==> config.mk <==
export PLATFORM = sky130hd
export DESIGN_NAME = damage_rect_merge_table
export DESIGN_NICKNAME = d
export VERILOG_FILES = /design/src/hdl/dmg_pkg.sv /design/src/hdl/dmg_front.sv /design/src/hdl/dmg_cmd_fifo.sv /design/src/hdl/dmg_back.sv /design/src/hdl/damage_rect_merge_table.sv
export SDC_FILE = /design/constraint.sdc
export NUM_CORES = 2
export LEC_CHECK = 0
export ABC_AREA = 0
export BUFFER_PORTS_ARGS = -buffer_cell sky130_fd_sc_hd__buf_4
export CAP_MARGIN = 20
export CORE_UTILIZATION = 50
export CTS_CLUSTER_SIZE = 8
export DETAILED_ROUTE_END_ITERATION = 7
export GPL_TIMING_DRIVEN = 1
export HOLD_SLACK_MARGIN = 0.03
export PLACE_DENSITY = 0.67
export SKIP_CTS_REPAIR_TIMING = 1
export SYNTH_ARGS = -nofsm -noshare
export SYNTH_HDL_FRONTEND = slang
export SYNTH_SLANG_ARGS = --single-unit
==> constraint.sdc <==
create_clock -name aclk -period 10.2 [get_ports aclk]
set_clock_uncertainty 0.2 [all_clocks]
set_input_delay 2.04 -clock aclk [delete_from_list [all_inputs] [get_ports aclk]]
set_output_delay 2.04 -clock aclk [all_outputs]
set_load 0.01 [all_outputs]
==> src/hdl/dmg_pkg.sv <==
// ============================================================================
// dmg_pkg
// Shared types and codes for the damage rectangle table: op, result kind and
// add outcome codes, register indexes, the stored rectangle and the command
// record passed from the front end to the table sequencer.
// ============================================================================
`default_nettype none

package dmg_pkg;

    localparam int unsigned COORD_W      = 14;
    localparam int unsigned EDGE_W       = 16;
    localparam int unsigned CMD_Q_DEPTH  = 2;
    localparam int unsigned APB_ADDR_W   = 3;
    localparam int unsigned APB_DATA_W   = 32;

    typedef enum logic [1:0] {
        OP_ADD       = 2'd0,
        OP_MARK_FULL = 2'd1,
        OP_PUBLISH   = 2'd2,
        OP_CLEAR     = 2'd3
    } op_t;

    typedef enum logic [1:0] {
        KIND_ACK  = 2'd0,
        KIND_FULL = 2'd1,
        KIND_RECT = 2'd2
    } kind_t;

    typedef enum logic [1:0] {
        OUTCOME_IGNORED  = 2'd0,
        OUTCOME_MERGED   = 2'd1,
        OUTCOME_APPENDED = 2'd2,
        OUTCOME_OVERFLOW = 2'd3
    } outcome_t;

    // Register indexes (address bit 2 selects the register).
    localparam logic REG_FRAME_WIDTH  = 1'b0;
    localparam logic REG_FRAME_HEIGHT = 1'b1;

    typedef struct packed {
        logic [COORD_W-1:0] x0;
        logic [COORD_W-1:0] y0;
        logic [COORD_W-1:0] x1;
        logic [COORD_W-1:0] y1;
    } rect_t;

    typedef struct packed {
        op_t   op;
        logic  empty;   // clipped rectangle has no area
        rect_t rect;
    } cmd_t;

endpackage

`default_nettype wire

==> src/hdl/dmg_front.sv <==
// ============================================================================
// dmg_front
// Input side: accepts transactions, clips the add rectangle to the frame and
// pushes a classified command into the command queue.
// ============================================================================
`default_nettype none

module dmg_front (
    input  wire logic                               s_valid,
    output logic                                    s_ready,
    input  wire logic [1:0]                         s_op,
    input  wire logic signed [dmg_pkg::EDGE_W-1:0]  s_left_edge,
    input  wire logic signed [dmg_pkg::EDGE_W-1:0]  s_top_edge,
    input  wire logic signed [dmg_pkg::EDGE_W-1:0]  s_right_edge,
    input  wire logic signed [dmg_pkg::EDGE_W-1:0]  s_bottom_edge,
    input  wire logic [dmg_pkg::COORD_W-1:0]        frame_width,
    input  wire logic [dmg_pkg::COORD_W-1:0]        frame_height,
    input  wire logic                               q_full,
    output logic                                    q_push,
    output dmg_pkg::cmd_t                           q_data
);

    logic signed [dmg_pkg::EDGE_W-1:0] fw_s;
    logic signed [dmg_pkg::EDGE_W-1:0] fh_s;
    logic signed [dmg_pkg::EDGE_W-1:0] x0;
    logic signed [dmg_pkg::EDGE_W-1:0] y0;
    logic signed [dmg_pkg::EDGE_W-1:0] x1;
    logic signed [dmg_pkg::EDGE_W-1:0] y1;

    assign fw_s = $signed({{(dmg_pkg::EDGE_W-dmg_pkg::COORD_W){1'b0}}, frame_width});
    assign fh_s = $signed({{(dmg_pkg::EDGE_W-dmg_pkg::COORD_W){1'b0}}, frame_height});

    // Start edges clip at zero, end edges at the frame size.
    assign x0 = s_left_edge[dmg_pkg::EDGE_W-1]  ? '0 : s_left_edge;
    assign y0 = s_top_edge[dmg_pkg::EDGE_W-1]   ? '0 : s_top_edge;
    assign x1 = (s_right_edge  > fw_s) ? fw_s : s_right_edge;
    assign y1 = (s_bottom_edge > fh_s) ? fh_s : s_bottom_edge;

    // A non-empty clipped rectangle always lies within 0..16383, so the low
    // bits carry it exactly.
    always_comb begin
        q_data.op      = dmg_pkg::op_t'(s_op);
        q_data.empty   = (x1 <= x0) || (y1 <= y0);
        q_data.rect.x0 = x0[dmg_pkg::COORD_W-1:0];
        q_data.rect.y0 = y0[dmg_pkg::COORD_W-1:0];
        q_data.rect.x1 = x1[dmg_pkg::COORD_W-1:0];
        q_data.rect.y1 = y1[dmg_pkg::COORD_W-1:0];
    end

    assign s_ready = !q_full;
    assign q_push  = s_valid && !q_full;

endmodule

`default_nettype wire

==> src/hdl/dmg_cmd_fifo.sv <==
// ============================================================================
// dmg_cmd_fifo
// Short command queue between the front end and the table sequencer.
// ============================================================================
`default_nettype none

module dmg_cmd_fifo (
    input  wire logic          aclk,
    input  wire logic          aresetn,
    input  wire logic          push,
    input  wire dmg_pkg::cmd_t push_data,
    output logic               full,
    input  wire logic          pop,
    output dmg_pkg::cmd_t      pop_data,
    output logic               empty
);

    localparam int unsigned PTR_W = (dmg_pkg::CMD_Q_DEPTH > 1) ?
                                    $clog2(dmg_pkg::CMD_Q_DEPTH) : 1;
    localparam int unsigned CNT_W = $clog2(dmg_pkg::CMD_Q_DEPTH + 1);

    dmg_pkg::cmd_t    entry_reg [dmg_pkg::CMD_Q_DEPTH];
    logic [PTR_W-1:0] wr_ptr_reg, wr_ptr_next;
    logic [PTR_W-1:0] rd_ptr_reg, rd_ptr_next;
    logic [CNT_W-1:0] cnt_reg, cnt_next;

    function automatic logic [PTR_W-1:0] ptr_inc(input logic [PTR_W-1:0] p);
        logic [PTR_W-1:0] r;
        if (p == PTR_W'(dmg_pkg::CMD_Q_DEPTH - 1)) begin
            r = '0;
        end else begin
            r = p + PTR_W'(1);
        end
        return r;
    endfunction

    assign full     = (cnt_reg == CNT_W'(dmg_pkg::CMD_Q_DEPTH));
    assign empty    = (cnt_reg == '0);
    assign pop_data = entry_reg[rd_ptr_reg];

    always_comb begin
        wr_ptr_next = (push && !full) ? ptr_inc(wr_ptr_reg) : wr_ptr_reg;
        rd_ptr_next = (pop && !empty) ? ptr_inc(rd_ptr_reg) : rd_ptr_reg;
        cnt_next    = cnt_reg + CNT_W'(push && !full) - CNT_W'(pop && !empty);
    end

    always_ff @(posedge aclk) begin
        if (!aresetn) begin
            wr_ptr_reg <= '0;
            rd_ptr_reg <= '0;
            cnt_reg    <= '0;
        end else begin
            wr_ptr_reg <= wr_ptr_next;
            rd_ptr_reg <= rd_ptr_next;
            cnt_reg    <= cnt_next;
        end
    end

    always_ff @(posedge aclk) begin
        if (push && !full) begin
            entry_reg[wr_ptr_reg] <= push_data;
        end
    end

endmodule

`default_nettype wire

==> src/hdl/dmg_back.sv <==
// ============================================================================
// dmg_back
// Table sequencer: holds the rectangle memory, walks it one entry per cycle
// for adds and unstalled publishes, and drives the result output register.
// ============================================================================
`default_nettype none

module dmg_back #(
    parameter int unsigned MAX_RECTS = 16
) (
    input  wire logic                          aclk,
    input  wire logic                          aresetn,
    input  wire logic                          q_empty,
    input  wire dmg_pkg::cmd_t                 q_data,
    output logic                               q_pop,
    output logic                               m_valid,
    input  wire logic                          m_ready,
    output logic [1:0]                         m_kind,
    output logic [1:0]                         m_add_outcome,
    output logic [dmg_pkg::COORD_W-1:0]        m_out_left,
    output logic [dmg_pkg::COORD_W-1:0]        m_out_top,
    output logic [dmg_pkg::COORD_W-1:0]        m_out_right,
    output logic [dmg_pkg::COORD_W-1:0]        m_out_bottom,
    output logic                               m_last
);

    localparam int unsigned IDX_W = (MAX_RECTS > 1) ? $clog2(MAX_RECTS) : 1;
    localparam int unsigned CNT_W = $clog2(MAX_RECTS + 1);

    typedef enum logic [1:0] {
        ST_IDLE,
        ST_SCAN,
        ST_ACK,
        ST_PUB
    } state_t;

    state_t                    state_reg, state_next;
    logic [IDX_W-1:0]          idx_reg, idx_next;
    logic [CNT_W-1:0]          cnt_reg, cnt_next;
    logic                      full_reg, full_next;
    dmg_pkg::rect_t            rect_reg, rect_next;
    dmg_pkg::kind_t            kind_reg, kind_next;
    dmg_pkg::outcome_t         outcome_reg, outcome_next;

    logic                      m_valid_reg, m_valid_next;
    dmg_pkg::kind_t            m_kind_reg, m_kind_next;
    dmg_pkg::outcome_t         m_outcome_reg, m_outcome_next;
    dmg_pkg::rect_t            m_rect_reg, m_rect_next;
    logic                      m_last_reg, m_last_next;

    dmg_pkg::rect_t            mem [MAX_RECTS];
    dmg_pkg::rect_t            mem_q;
    logic [IDX_W-1:0]          rd_addr;
    logic                      mem_we;
    logic [IDX_W-1:0]          mem_waddr;
    dmg_pkg::rect_t            mem_wdata;

    logic                      out_free;
    logic                      touch;
    logic                      at_end;
    dmg_pkg::rect_t            merged;

    assign out_free = !m_valid_reg || m_ready;
    assign at_end   = (CNT_W'(idx_reg) + CNT_W'(1)) == cnt_reg;

    // Edges that only meet still count as touching.
    assign touch = (mem_q.x0 <= rect_reg.x1) && (rect_reg.x0 <= mem_q.x1) &&
                   (mem_q.y0 <= rect_reg.y1) && (rect_reg.y0 <= mem_q.y1);

    always_comb begin
        merged.x0 = (rect_reg.x0 < mem_q.x0) ? rect_reg.x0 : mem_q.x0;
        merged.y0 = (rect_reg.y0 < mem_q.y0) ? rect_reg.y0 : mem_q.y0;
        merged.x1 = (rect_reg.x1 > mem_q.x1) ? rect_reg.x1 : mem_q.x1;
        merged.y1 = (rect_reg.y1 > mem_q.y1) ? rect_reg.y1 : mem_q.y1;
    end

    always_comb begin
        state_next     = state_reg;
        idx_next       = idx_reg;
        cnt_next       = cnt_reg;
        full_next      = full_reg;
        rect_next      = rect_reg;
        kind_next      = kind_reg;
        outcome_next   = outcome_reg;
        m_valid_next   = m_valid_reg && !m_ready;
        m_kind_next    = m_kind_reg;
        m_outcome_next = m_outcome_reg;
        m_rect_next    = m_rect_reg;
        m_last_next    = m_last_reg;
        q_pop          = 1'b0;
        mem_we         = 1'b0;
        mem_waddr      = idx_reg;
        mem_wdata      = rect_reg;
        rd_addr        = '0;

        unique case (state_reg)
            ST_IDLE: begin
                if (!q_empty) begin
                    q_pop        = 1'b1;
                    idx_next     = '0;
                    rect_next    = q_data.rect;
                    kind_next    = dmg_pkg::KIND_ACK;
                    outcome_next = dmg_pkg::OUTCOME_IGNORED;
                    state_next   = ST_ACK;
                    unique case (q_data.op)
                        dmg_pkg::OP_ADD: begin
                            if (!full_reg && !q_data.empty) begin
                                if (cnt_reg == '0) begin
                                    mem_we       = 1'b1;
                                    mem_waddr    = '0;
                                    mem_wdata    = q_data.rect;
                                    cnt_next     = CNT_W'(1);
                                    outcome_next = dmg_pkg::OUTCOME_APPENDED;
                                end else begin
                                    state_next = ST_SCAN;
                                end
                            end
                        end
                        dmg_pkg::OP_MARK_FULL: begin
                            full_next = 1'b1;
                            cnt_next  = '0;
                        end
                        dmg_pkg::OP_PUBLISH: begin
                            if (full_reg || cnt_reg == '0) begin
                                kind_next = dmg_pkg::KIND_FULL;
                            end else begin
                                state_next = ST_PUB;
                            end
                        end
                        dmg_pkg::OP_CLEAR: begin
                            full_next = 1'b0;
                            cnt_next  = '0;
                        end
                        default: ;
                    endcase
                end
            end

            ST_SCAN: begin
                rd_addr = idx_reg + IDX_W'(1);
                if (touch) begin
                    mem_we       = 1'b1;
                    mem_waddr    = idx_reg;
                    mem_wdata    = merged;
                    outcome_next = dmg_pkg::OUTCOME_MERGED;
                    state_next   = ST_ACK;
                end else if (at_end) begin
                    state_next = ST_ACK;
                    if (cnt_reg == CNT_W'(MAX_RECTS)) begin
                        full_next    = 1'b1;
                        cnt_next     = '0;
                        outcome_next = dmg_pkg::OUTCOME_OVERFLOW;
                    end else begin
                        mem_we       = 1'b1;
                        mem_waddr    = cnt_reg[IDX_W-1:0];
                        mem_wdata    = rect_reg;
                        cnt_next     = cnt_reg + CNT_W'(1);
                        outcome_next = dmg_pkg::OUTCOME_APPENDED;
                    end
                end else begin
                    idx_next = idx_reg + IDX_W'(1);
                end
            end

            ST_ACK: begin
                if (out_free) begin
                    m_valid_next   = 1'b1;
                    m_kind_next    = kind_reg;
                    m_outcome_next = outcome_reg;
                    m_rect_next    = '0;
                    m_last_next    = 1'b1;
                    state_next     = ST_IDLE;
                end
            end

            ST_PUB: begin
                // Re-read the current entry while the output stalls.
                rd_addr = out_free ? idx_reg + IDX_W'(1) : idx_reg;
                if (out_free) begin
                    m_valid_next   = 1'b1;
                    m_kind_next    = dmg_pkg::KIND_RECT;
                    m_outcome_next = dmg_pkg::OUTCOME_IGNORED;
                    m_rect_next    = mem_q;
                    m_last_next    = at_end;
                    if (at_end) begin
                        state_next = ST_IDLE;
                    end else begin
                        idx_next = idx_reg + IDX_W'(1);
                    end
                end
            end

            default: state_next = ST_IDLE;
        endcase
    end

    always_ff @(posedge aclk) begin
        if (!aresetn) begin
            state_reg   <= ST_IDLE;
            cnt_reg     <= '0;
            full_reg    <= 1'b0;
            m_valid_reg <= 1'b0;
        end else begin
            state_reg   <= state_next;
            cnt_reg     <= cnt_next;
            full_reg    <= full_next;
            m_valid_reg <= m_valid_next;
        end
        idx_reg       <= idx_next;
        rect_reg      <= rect_next;
        kind_reg      <= kind_next;
        outcome_reg   <= outcome_next;
        m_kind_reg    <= m_kind_next;
        m_outcome_reg <= m_outcome_next;
        m_rect_reg    <= m_rect_next;
        m_last_reg    <= m_last_next;
    end

    always_ff @(posedge aclk) begin
        if (mem_we) begin
            mem[mem_waddr] <= mem_wdata;
        end
        mem_q <= mem[rd_addr];
    end

    assign m_valid       = m_valid_reg;
    assign m_kind        = m_kind_reg;
    assign m_add_outcome = m_outcome_reg;
    assign m_out_left    = m_rect_reg.x0;
    assign m_out_top     = m_rect_reg.y0;
    assign m_out_right   = m_rect_reg.x1;
    assign m_out_bottom  = m_rect_reg.y1;
    assign m_last        = m_last_reg;

    // The table never holds more rectangles than it has room for.
    a_cnt_bound: assert property (@(posedge aclk) disable iff (!aresetn)
        cnt_reg <= CNT_W'(MAX_RECTS))
        else $error("rectangle count exceeds table size");

    // Full-frame mode always comes with an empty table.
    a_full_empty: assert property (@(posedge aclk) disable iff (!aresetn)
        full_reg |-> (cnt_reg == '0))
        else $error("full-frame mode with rectangles stored");

    // A scan or a publish walk stays below the fill count.
    a_walk_bound: assert property (@(posedge aclk) disable iff (!aresetn)
        (state_reg == ST_SCAN || state_reg == ST_PUB) |->
            (CNT_W'(idx_reg) < cnt_reg))
        else $error("table walk past the last stored rectangle");

    // Anything but a published rectangle is a single, final result.
    a_single_last: assert property (@(posedge aclk) disable iff (!aresetn)
        (m_valid_reg && m_kind_reg != dmg_pkg::KIND_RECT) |-> m_last_reg)
        else $error("acknowledgement without last");

endmodule

`default_nettype wire

==> src/hdl/damage_rect_merge_table.sv <==
// With the block idle, an accepted transaction is queued, popped by the sequencer and answered
// through the result output register; an add first checks the n stored rectangles (at most
// MAX_RECTS), and publish streams one rectangle per cycle after its first while m_ready does
// not stall the output. The table walk visits one entry per cycle, unless a publish is held by
// the output, through the single read port of the rectangle memory. Reset (aresetn low,
// synchronous) empties the table, leaves full-frame mode and zeroes both frame size registers.
// ============================================================================
// damage_rect_merge_table
// Screen damage tracker. Incoming add, mark-full, publish and clear
// transactions are clipped and queued by the front end, then carried out by
// a sequencer that keeps up to MAX_RECTS bounding boxes in a small memory.
// ============================================================================
`default_nettype none

module damage_rect_merge_table #(
    parameter int unsigned MAX_RECTS = 16
) (
    input  wire logic                                aclk,
    input  wire logic                                aresetn,

    // Configuration port.
    input  wire logic                                psel,
    input  wire logic                                penable,
    input  wire logic                                pwrite,
    input  wire logic [dmg_pkg::APB_ADDR_W-1:0]      paddr,
    input  wire logic [dmg_pkg::APB_DATA_W-1:0]      pwdata,
    output logic [dmg_pkg::APB_DATA_W-1:0]           prdata,
    output logic                                     pready,

    // Command channel.
    input  wire logic                                s_valid,
    output logic                                     s_ready,
    input  wire logic [1:0]                          s_op,
    input  wire logic signed [dmg_pkg::EDGE_W-1:0]   s_left_edge,
    input  wire logic signed [dmg_pkg::EDGE_W-1:0]   s_top_edge,
    input  wire logic signed [dmg_pkg::EDGE_W-1:0]   s_right_edge,
    input  wire logic signed [dmg_pkg::EDGE_W-1:0]   s_bottom_edge,

    // Result channel.
    output logic                                     m_valid,
    input  wire logic                                m_ready,
    output logic [1:0]                               m_kind,
    output logic [1:0]                               m_add_outcome,
    output logic [dmg_pkg::COORD_W-1:0]              m_out_left,
    output logic [dmg_pkg::COORD_W-1:0]              m_out_top,
    output logic [dmg_pkg::COORD_W-1:0]              m_out_right,
    output logic [dmg_pkg::COORD_W-1:0]              m_out_bottom,
    output logic                                     m_last
);

    // Frame size registers. Bit 2 of the address picks the register; the
    // low address bits are not decoded.
    logic [dmg_pkg::COORD_W-1:0] frame_width_reg, frame_width_next;
    logic [dmg_pkg::COORD_W-1:0] frame_height_reg, frame_height_next;
    logic                        cfg_write;

    assign pready    = 1'b1;
    assign cfg_write = psel && penable && pwrite;

    always_comb begin
        frame_width_next  = frame_width_reg;
        frame_height_next = frame_height_reg;
        if (cfg_write) begin
            unique case (paddr[2])
                dmg_pkg::REG_FRAME_WIDTH:  frame_width_next  = pwdata[dmg_pkg::COORD_W-1:0];
                dmg_pkg::REG_FRAME_HEIGHT: frame_height_next = pwdata[dmg_pkg::COORD_W-1:0];
                default: ;
            endcase
        end
    end

    always_ff @(posedge aclk) begin
        if (!aresetn) begin
            frame_width_reg  <= '0;
            frame_height_reg <= '0;
        end else begin
            frame_width_reg  <= frame_width_next;
            frame_height_reg <= frame_height_next;
        end
    end

    always_comb begin
        unique case (paddr[2])
            dmg_pkg::REG_FRAME_WIDTH:
                prdata = {{(dmg_pkg::APB_DATA_W-dmg_pkg::COORD_W){1'b0}}, frame_width_reg};
            dmg_pkg::REG_FRAME_HEIGHT:
                prdata = {{(dmg_pkg::APB_DATA_W-dmg_pkg::COORD_W){1'b0}}, frame_height_reg};
            default:
                prdata = '0;
        endcase
    end

    // The front end clips each accepted transaction against the current
    // frame size and queues it. The user must change configuration only while
    // the block is idle; the block does not enforce it. Then clipping at
    // acceptance gives the same answer as clipping when the command is carried out.
    dmg_pkg::cmd_t q_in_data;
    dmg_pkg::cmd_t q_out_data;
    logic          q_push;
    logic          q_full;
    logic          q_pop;
    logic          q_empty;

    dmg_front u_front (
        .s_valid       (s_valid),
        .s_ready       (s_ready),
        .s_op          (s_op),
        .s_left_edge   (s_left_edge),
        .s_top_edge    (s_top_edge),
        .s_right_edge  (s_right_edge),
        .s_bottom_edge (s_bottom_edge),
        .frame_width   (frame_width_reg),
        .frame_height  (frame_height_reg),
        .q_full        (q_full),
        .q_push        (q_push),
        .q_data        (q_in_data)
    );

    // The command queue lets the front end keep taking transactions while
    // the sequencer is busy walking the table.
    dmg_cmd_fifo u_cmd_fifo (
        .aclk      (aclk),
        .aresetn   (aresetn),
        .push      (q_push),
        .push_data (q_in_data),
        .full      (q_full),
        .pop       (q_pop),
        .pop_data  (q_out_data),
        .empty     (q_empty)
    );

    // The sequencer owns the rectangle memory, the fill count, full-frame
    // mode and the result output register, so a stalled result never blocks
    // the queue from filling.
    dmg_back #(
        .MAX_RECTS (MAX_RECTS)
    ) u_back (
        .aclk          (aclk),
        .aresetn       (aresetn),
        .q_empty       (q_empty),
        .q_data        (q_out_data),
        .q_pop         (q_pop),
        .m_valid       (m_valid),
        .m_ready       (m_ready),
        .m_kind        (m_kind),
        .m_add_outcome (m_add_outcome),
        .m_out_left    (m_out_left),
        .m_out_top     (m_out_top),
        .m_out_right   (m_out_right),
        .m_out_bottom  (m_out_bottom),
        .m_last        (m_last)
    );

endmodule

`default_nettype wire
==> impl_metrics.csv <==
group,metric,value,unit
die,design.core.area,102000,um2
place,portBuffers,164,
final_layout,antenna_cells,0,
worst_setup_path,critPathTopFamily,"compound AO/OA/AOI/OAI gates",
worst_setup_path,critPathMaxFanout,34,
place,dpl.hpwl,80000,um
logic_synthesis,yosys_warnings,0,
worst_setup_path,crit_chain,"ha_1 > and3_1 > o21ai_1 > a21boi_1 > a2111oi_1 > o22ai_1 > nor2_2 > o21ai_1 > a211o_1 > nor2_4 > buf_4",
clock_tree,clk_path_buf_depth,3,
worst_setup_path,cpMostUsedCell,"o21ai_1",
sta,setup_ws,3.60,ns
worst_setup_path,cp-end-kind,"flop",
sta,fin_crit,6.60,ns
routing,firstDrtPassIters,6,
final_layout,regArea,36100,um2
sta,tightestPinTransition,1.28,ns
global_routing,grt_remaining_overflow,0,
logic_synthesis,synthCells,3128,
sta,slew_headroom,14.8,%
worst_setup_path,path_buf_inv,1,
worst_setup_path,reg2reg_slack,3.60,ns
clock_tree,cts-htree-levels,4,
die,rows,117,
clock_tree,numClockSinks,1236,
routing,drc,0,
sta,drv_slew,0,
final_layout,largest_reg_flops,896,
routing,via_count,29597,
final_layout,fill_cells,7665,
sta,finalSetupViolCount,0,
die,die_x,324,um
worst_setup_path,worstReg2RegStart,"u_back.mem_q[49]",
clock_tree,cts_made_buffers,172,
power,p_per_area,240,nW/um2
worst_setup_path,cp.required,10.35,ns
global_routing,grt_pass1_vias,29364,
worst_setup_path,regToRegEndpoint,"u_back.mem[9][22]",
worst_setup_path,crit_type,"reg -> reg",
logic_synthesis,async_reset_ff_share,0,%
clock_tree,cts_tree,"done",
routing,drt_iter0_drc,3426,
power,ir_drop,0.188,mV
final_layout,fin_util,58.8,%
power,total_power,14400,uW
worst_setup_path,startpoint_type,"flop",
worst_setup_path,worstPathArrival,6.75,ns
clock_tree,path_clk_slew,0.05,ns
final_layout,multi_input_area,14400,um2
final_layout,fin_nets,3700,
routing,ant_nets,0,
flow_run,drv.max_cap_violation_count,0,
logic_synthesis,synthesis.area,51700,um2
worst_setup_path,crit_path_start,"u_back.mem_q[49]",
place,dpl.cell_count,4575,
global_routing,grt_pass1_wl,193000,um
worst_setup_path,crit_path_end,"u_back.mem[9][22]",
place,post-place-ws,3.44,ns
logic_synthesis,seq_area_frac_synth,69.9,%
sta,rsz0062_at_grt,"false",
die,fp.dieH,324,um
routing,wl_per_cell,27.2,um
clock_tree,worstSkewPairLatency,0.78,ns
place,gp_congestion,0.943,
final_layout,stdcell_count,4919,
sta,finalHoldViolCount,0,
clock_tree,root_buffer,"clkbuf_16",
die,io_pins,204,
final_layout,final_cell_mix,"edfxtp_1, nand2_1, buf_4, mux4_2, inv_1",
logic_synthesis,ys.flop_type,"edfxtp_1",
sta,setup_tns,0,ns
worst_setup_path,max_stage_delay,1.11,ns
min_path,hp-class,"reg -> reg",
logic_synthesis,synth.avg_cell_area,16.5,um2
worst_setup_path,cp_num_cells,11,
sta,min_period_over_period,64.7,%
global_routing,grt_max_degree,98,
status,status,"complete, no violations",
routing,finalWirelength,134000,um
routing,viasPerCell,6.02,
final_layout,drive_above_1_share,21.4,%
logic_synthesis,yosysUniqueCellTypes,66,
sta,fmax,0.152,GHz
logic_synthesis,ys_seq_elements,1236,
global_routing,grt_antenna_before_repair,1,
power,leakage,0.0212,uW
final_layout,final_common_cell,"edfxtp_1",
worst_setup_path,cpMaxStageDelayCell,"a2111oi_1",
die,start_util,50.6,%
logic_synthesis,synth_edf_count,1138,
final_layout,syn_to_final_growth,16.1,%
worst_setup_path,ff2ff_path_depth,11,
global_routing,grtUsageTotal,25.7,%
die,die_area,105000,um2
-- tightest hold or removal path: stages, from the launching register on --
cell     delay (ns)
dfxtp_1        0.32
nand2_1        0.06
a21oi_1        0.05
-- worst min path at each step --
stage | start | to | slack [ns] | depth (start not counted)
6_report | frame_width_reg[11] | frame_width_reg[11] | 0.28 | 2
5_1_grt | frame_width_reg[11] | frame_width_reg[11] | 0.29 | 2
4_1_cts | frame_width_reg[3] | frame_width_reg[3] | 0.27 | 2
3_5_place_dp | frame_width_reg[3] | frame_width_reg[3] | 0.26 | 2
3_3_place_gp | frame_width_reg[4] | frame_width_reg[4] | 0.26 | 2
2_1_floorplan | frame_width_reg[10] | frame_width_reg[10] | 0.25 | 2
-- synth_stat cells (59+ instances only) --
cell	n	area (um2)
nor2_1	120	450
mux4_2	224	5040
inv_1	194	728
dfxtp_1	98	1960
a211oi_1	59	443
nand2_1	272	1020
and2_1	66	413
edfxtp_1	1138	34200
a31oi_1	63	394
ha_1	173	2160
clkbuf_1	89	334
a21oi_1	80	400
-- routing by layer --
layer  GRT usage [%]  wire, um  vias up
met1            35.9     54500    15211
met3            4.99     11800      203
li1                -         -    12760
met4            9.16      3910        0
met2            40.5     63600     1423
met5               0         0        -
-- cell families after synthesis --
logic type | count (synthesis) | share of synthesized area, %
AO/OA/AOI/OAI | 404 | 5.38
XOR/XNOR | 15 | 0.269
adder cells (fa/ha/maj) | 173 | 4.18
buffers and inverters | 357 | 2.88
flip-flops | 1236 | 69.9
multiplexers | 322 | 11.8
other | 2 | 0.0145
AND/OR/NAND/NOR | 619 | 5.65
-- power by group --
| group | switching, uW | leakage (uW) | internal, uW |
|---|---|---|---|
| Combinational | 1610 | 0.00760 | 818 |
| Clock | 2100 | 0.00239 | 3180 |
| Sequential | 239 | 0.0112 | 6470 |
| Total | 3950 | 0.0212 | 10500 |
-- cell type report --
class,count,share of cell area [%]
clock buffers,292,7.95
clock inverters,14,0.460
inverters,196,1.22
multi-input cells,1552,23.9
flip-flops and latches,1236,60.2
well taps,1368,2.85
repair buffers,261,3.43
-- metrics by stage --
stage / hold WS, ns / cell area (um2)
3_3_place_gp: 0.260 / 54600
3_5_place_dp: 0.264 / 54700
2_1_floorplan: 0.246 / 51800
5_1_grt: 0.295 / 60100
6_report: 0.275 / 60100
4_1_cts: 0.275 / 59700
Power figures use the tool's default switching activity.
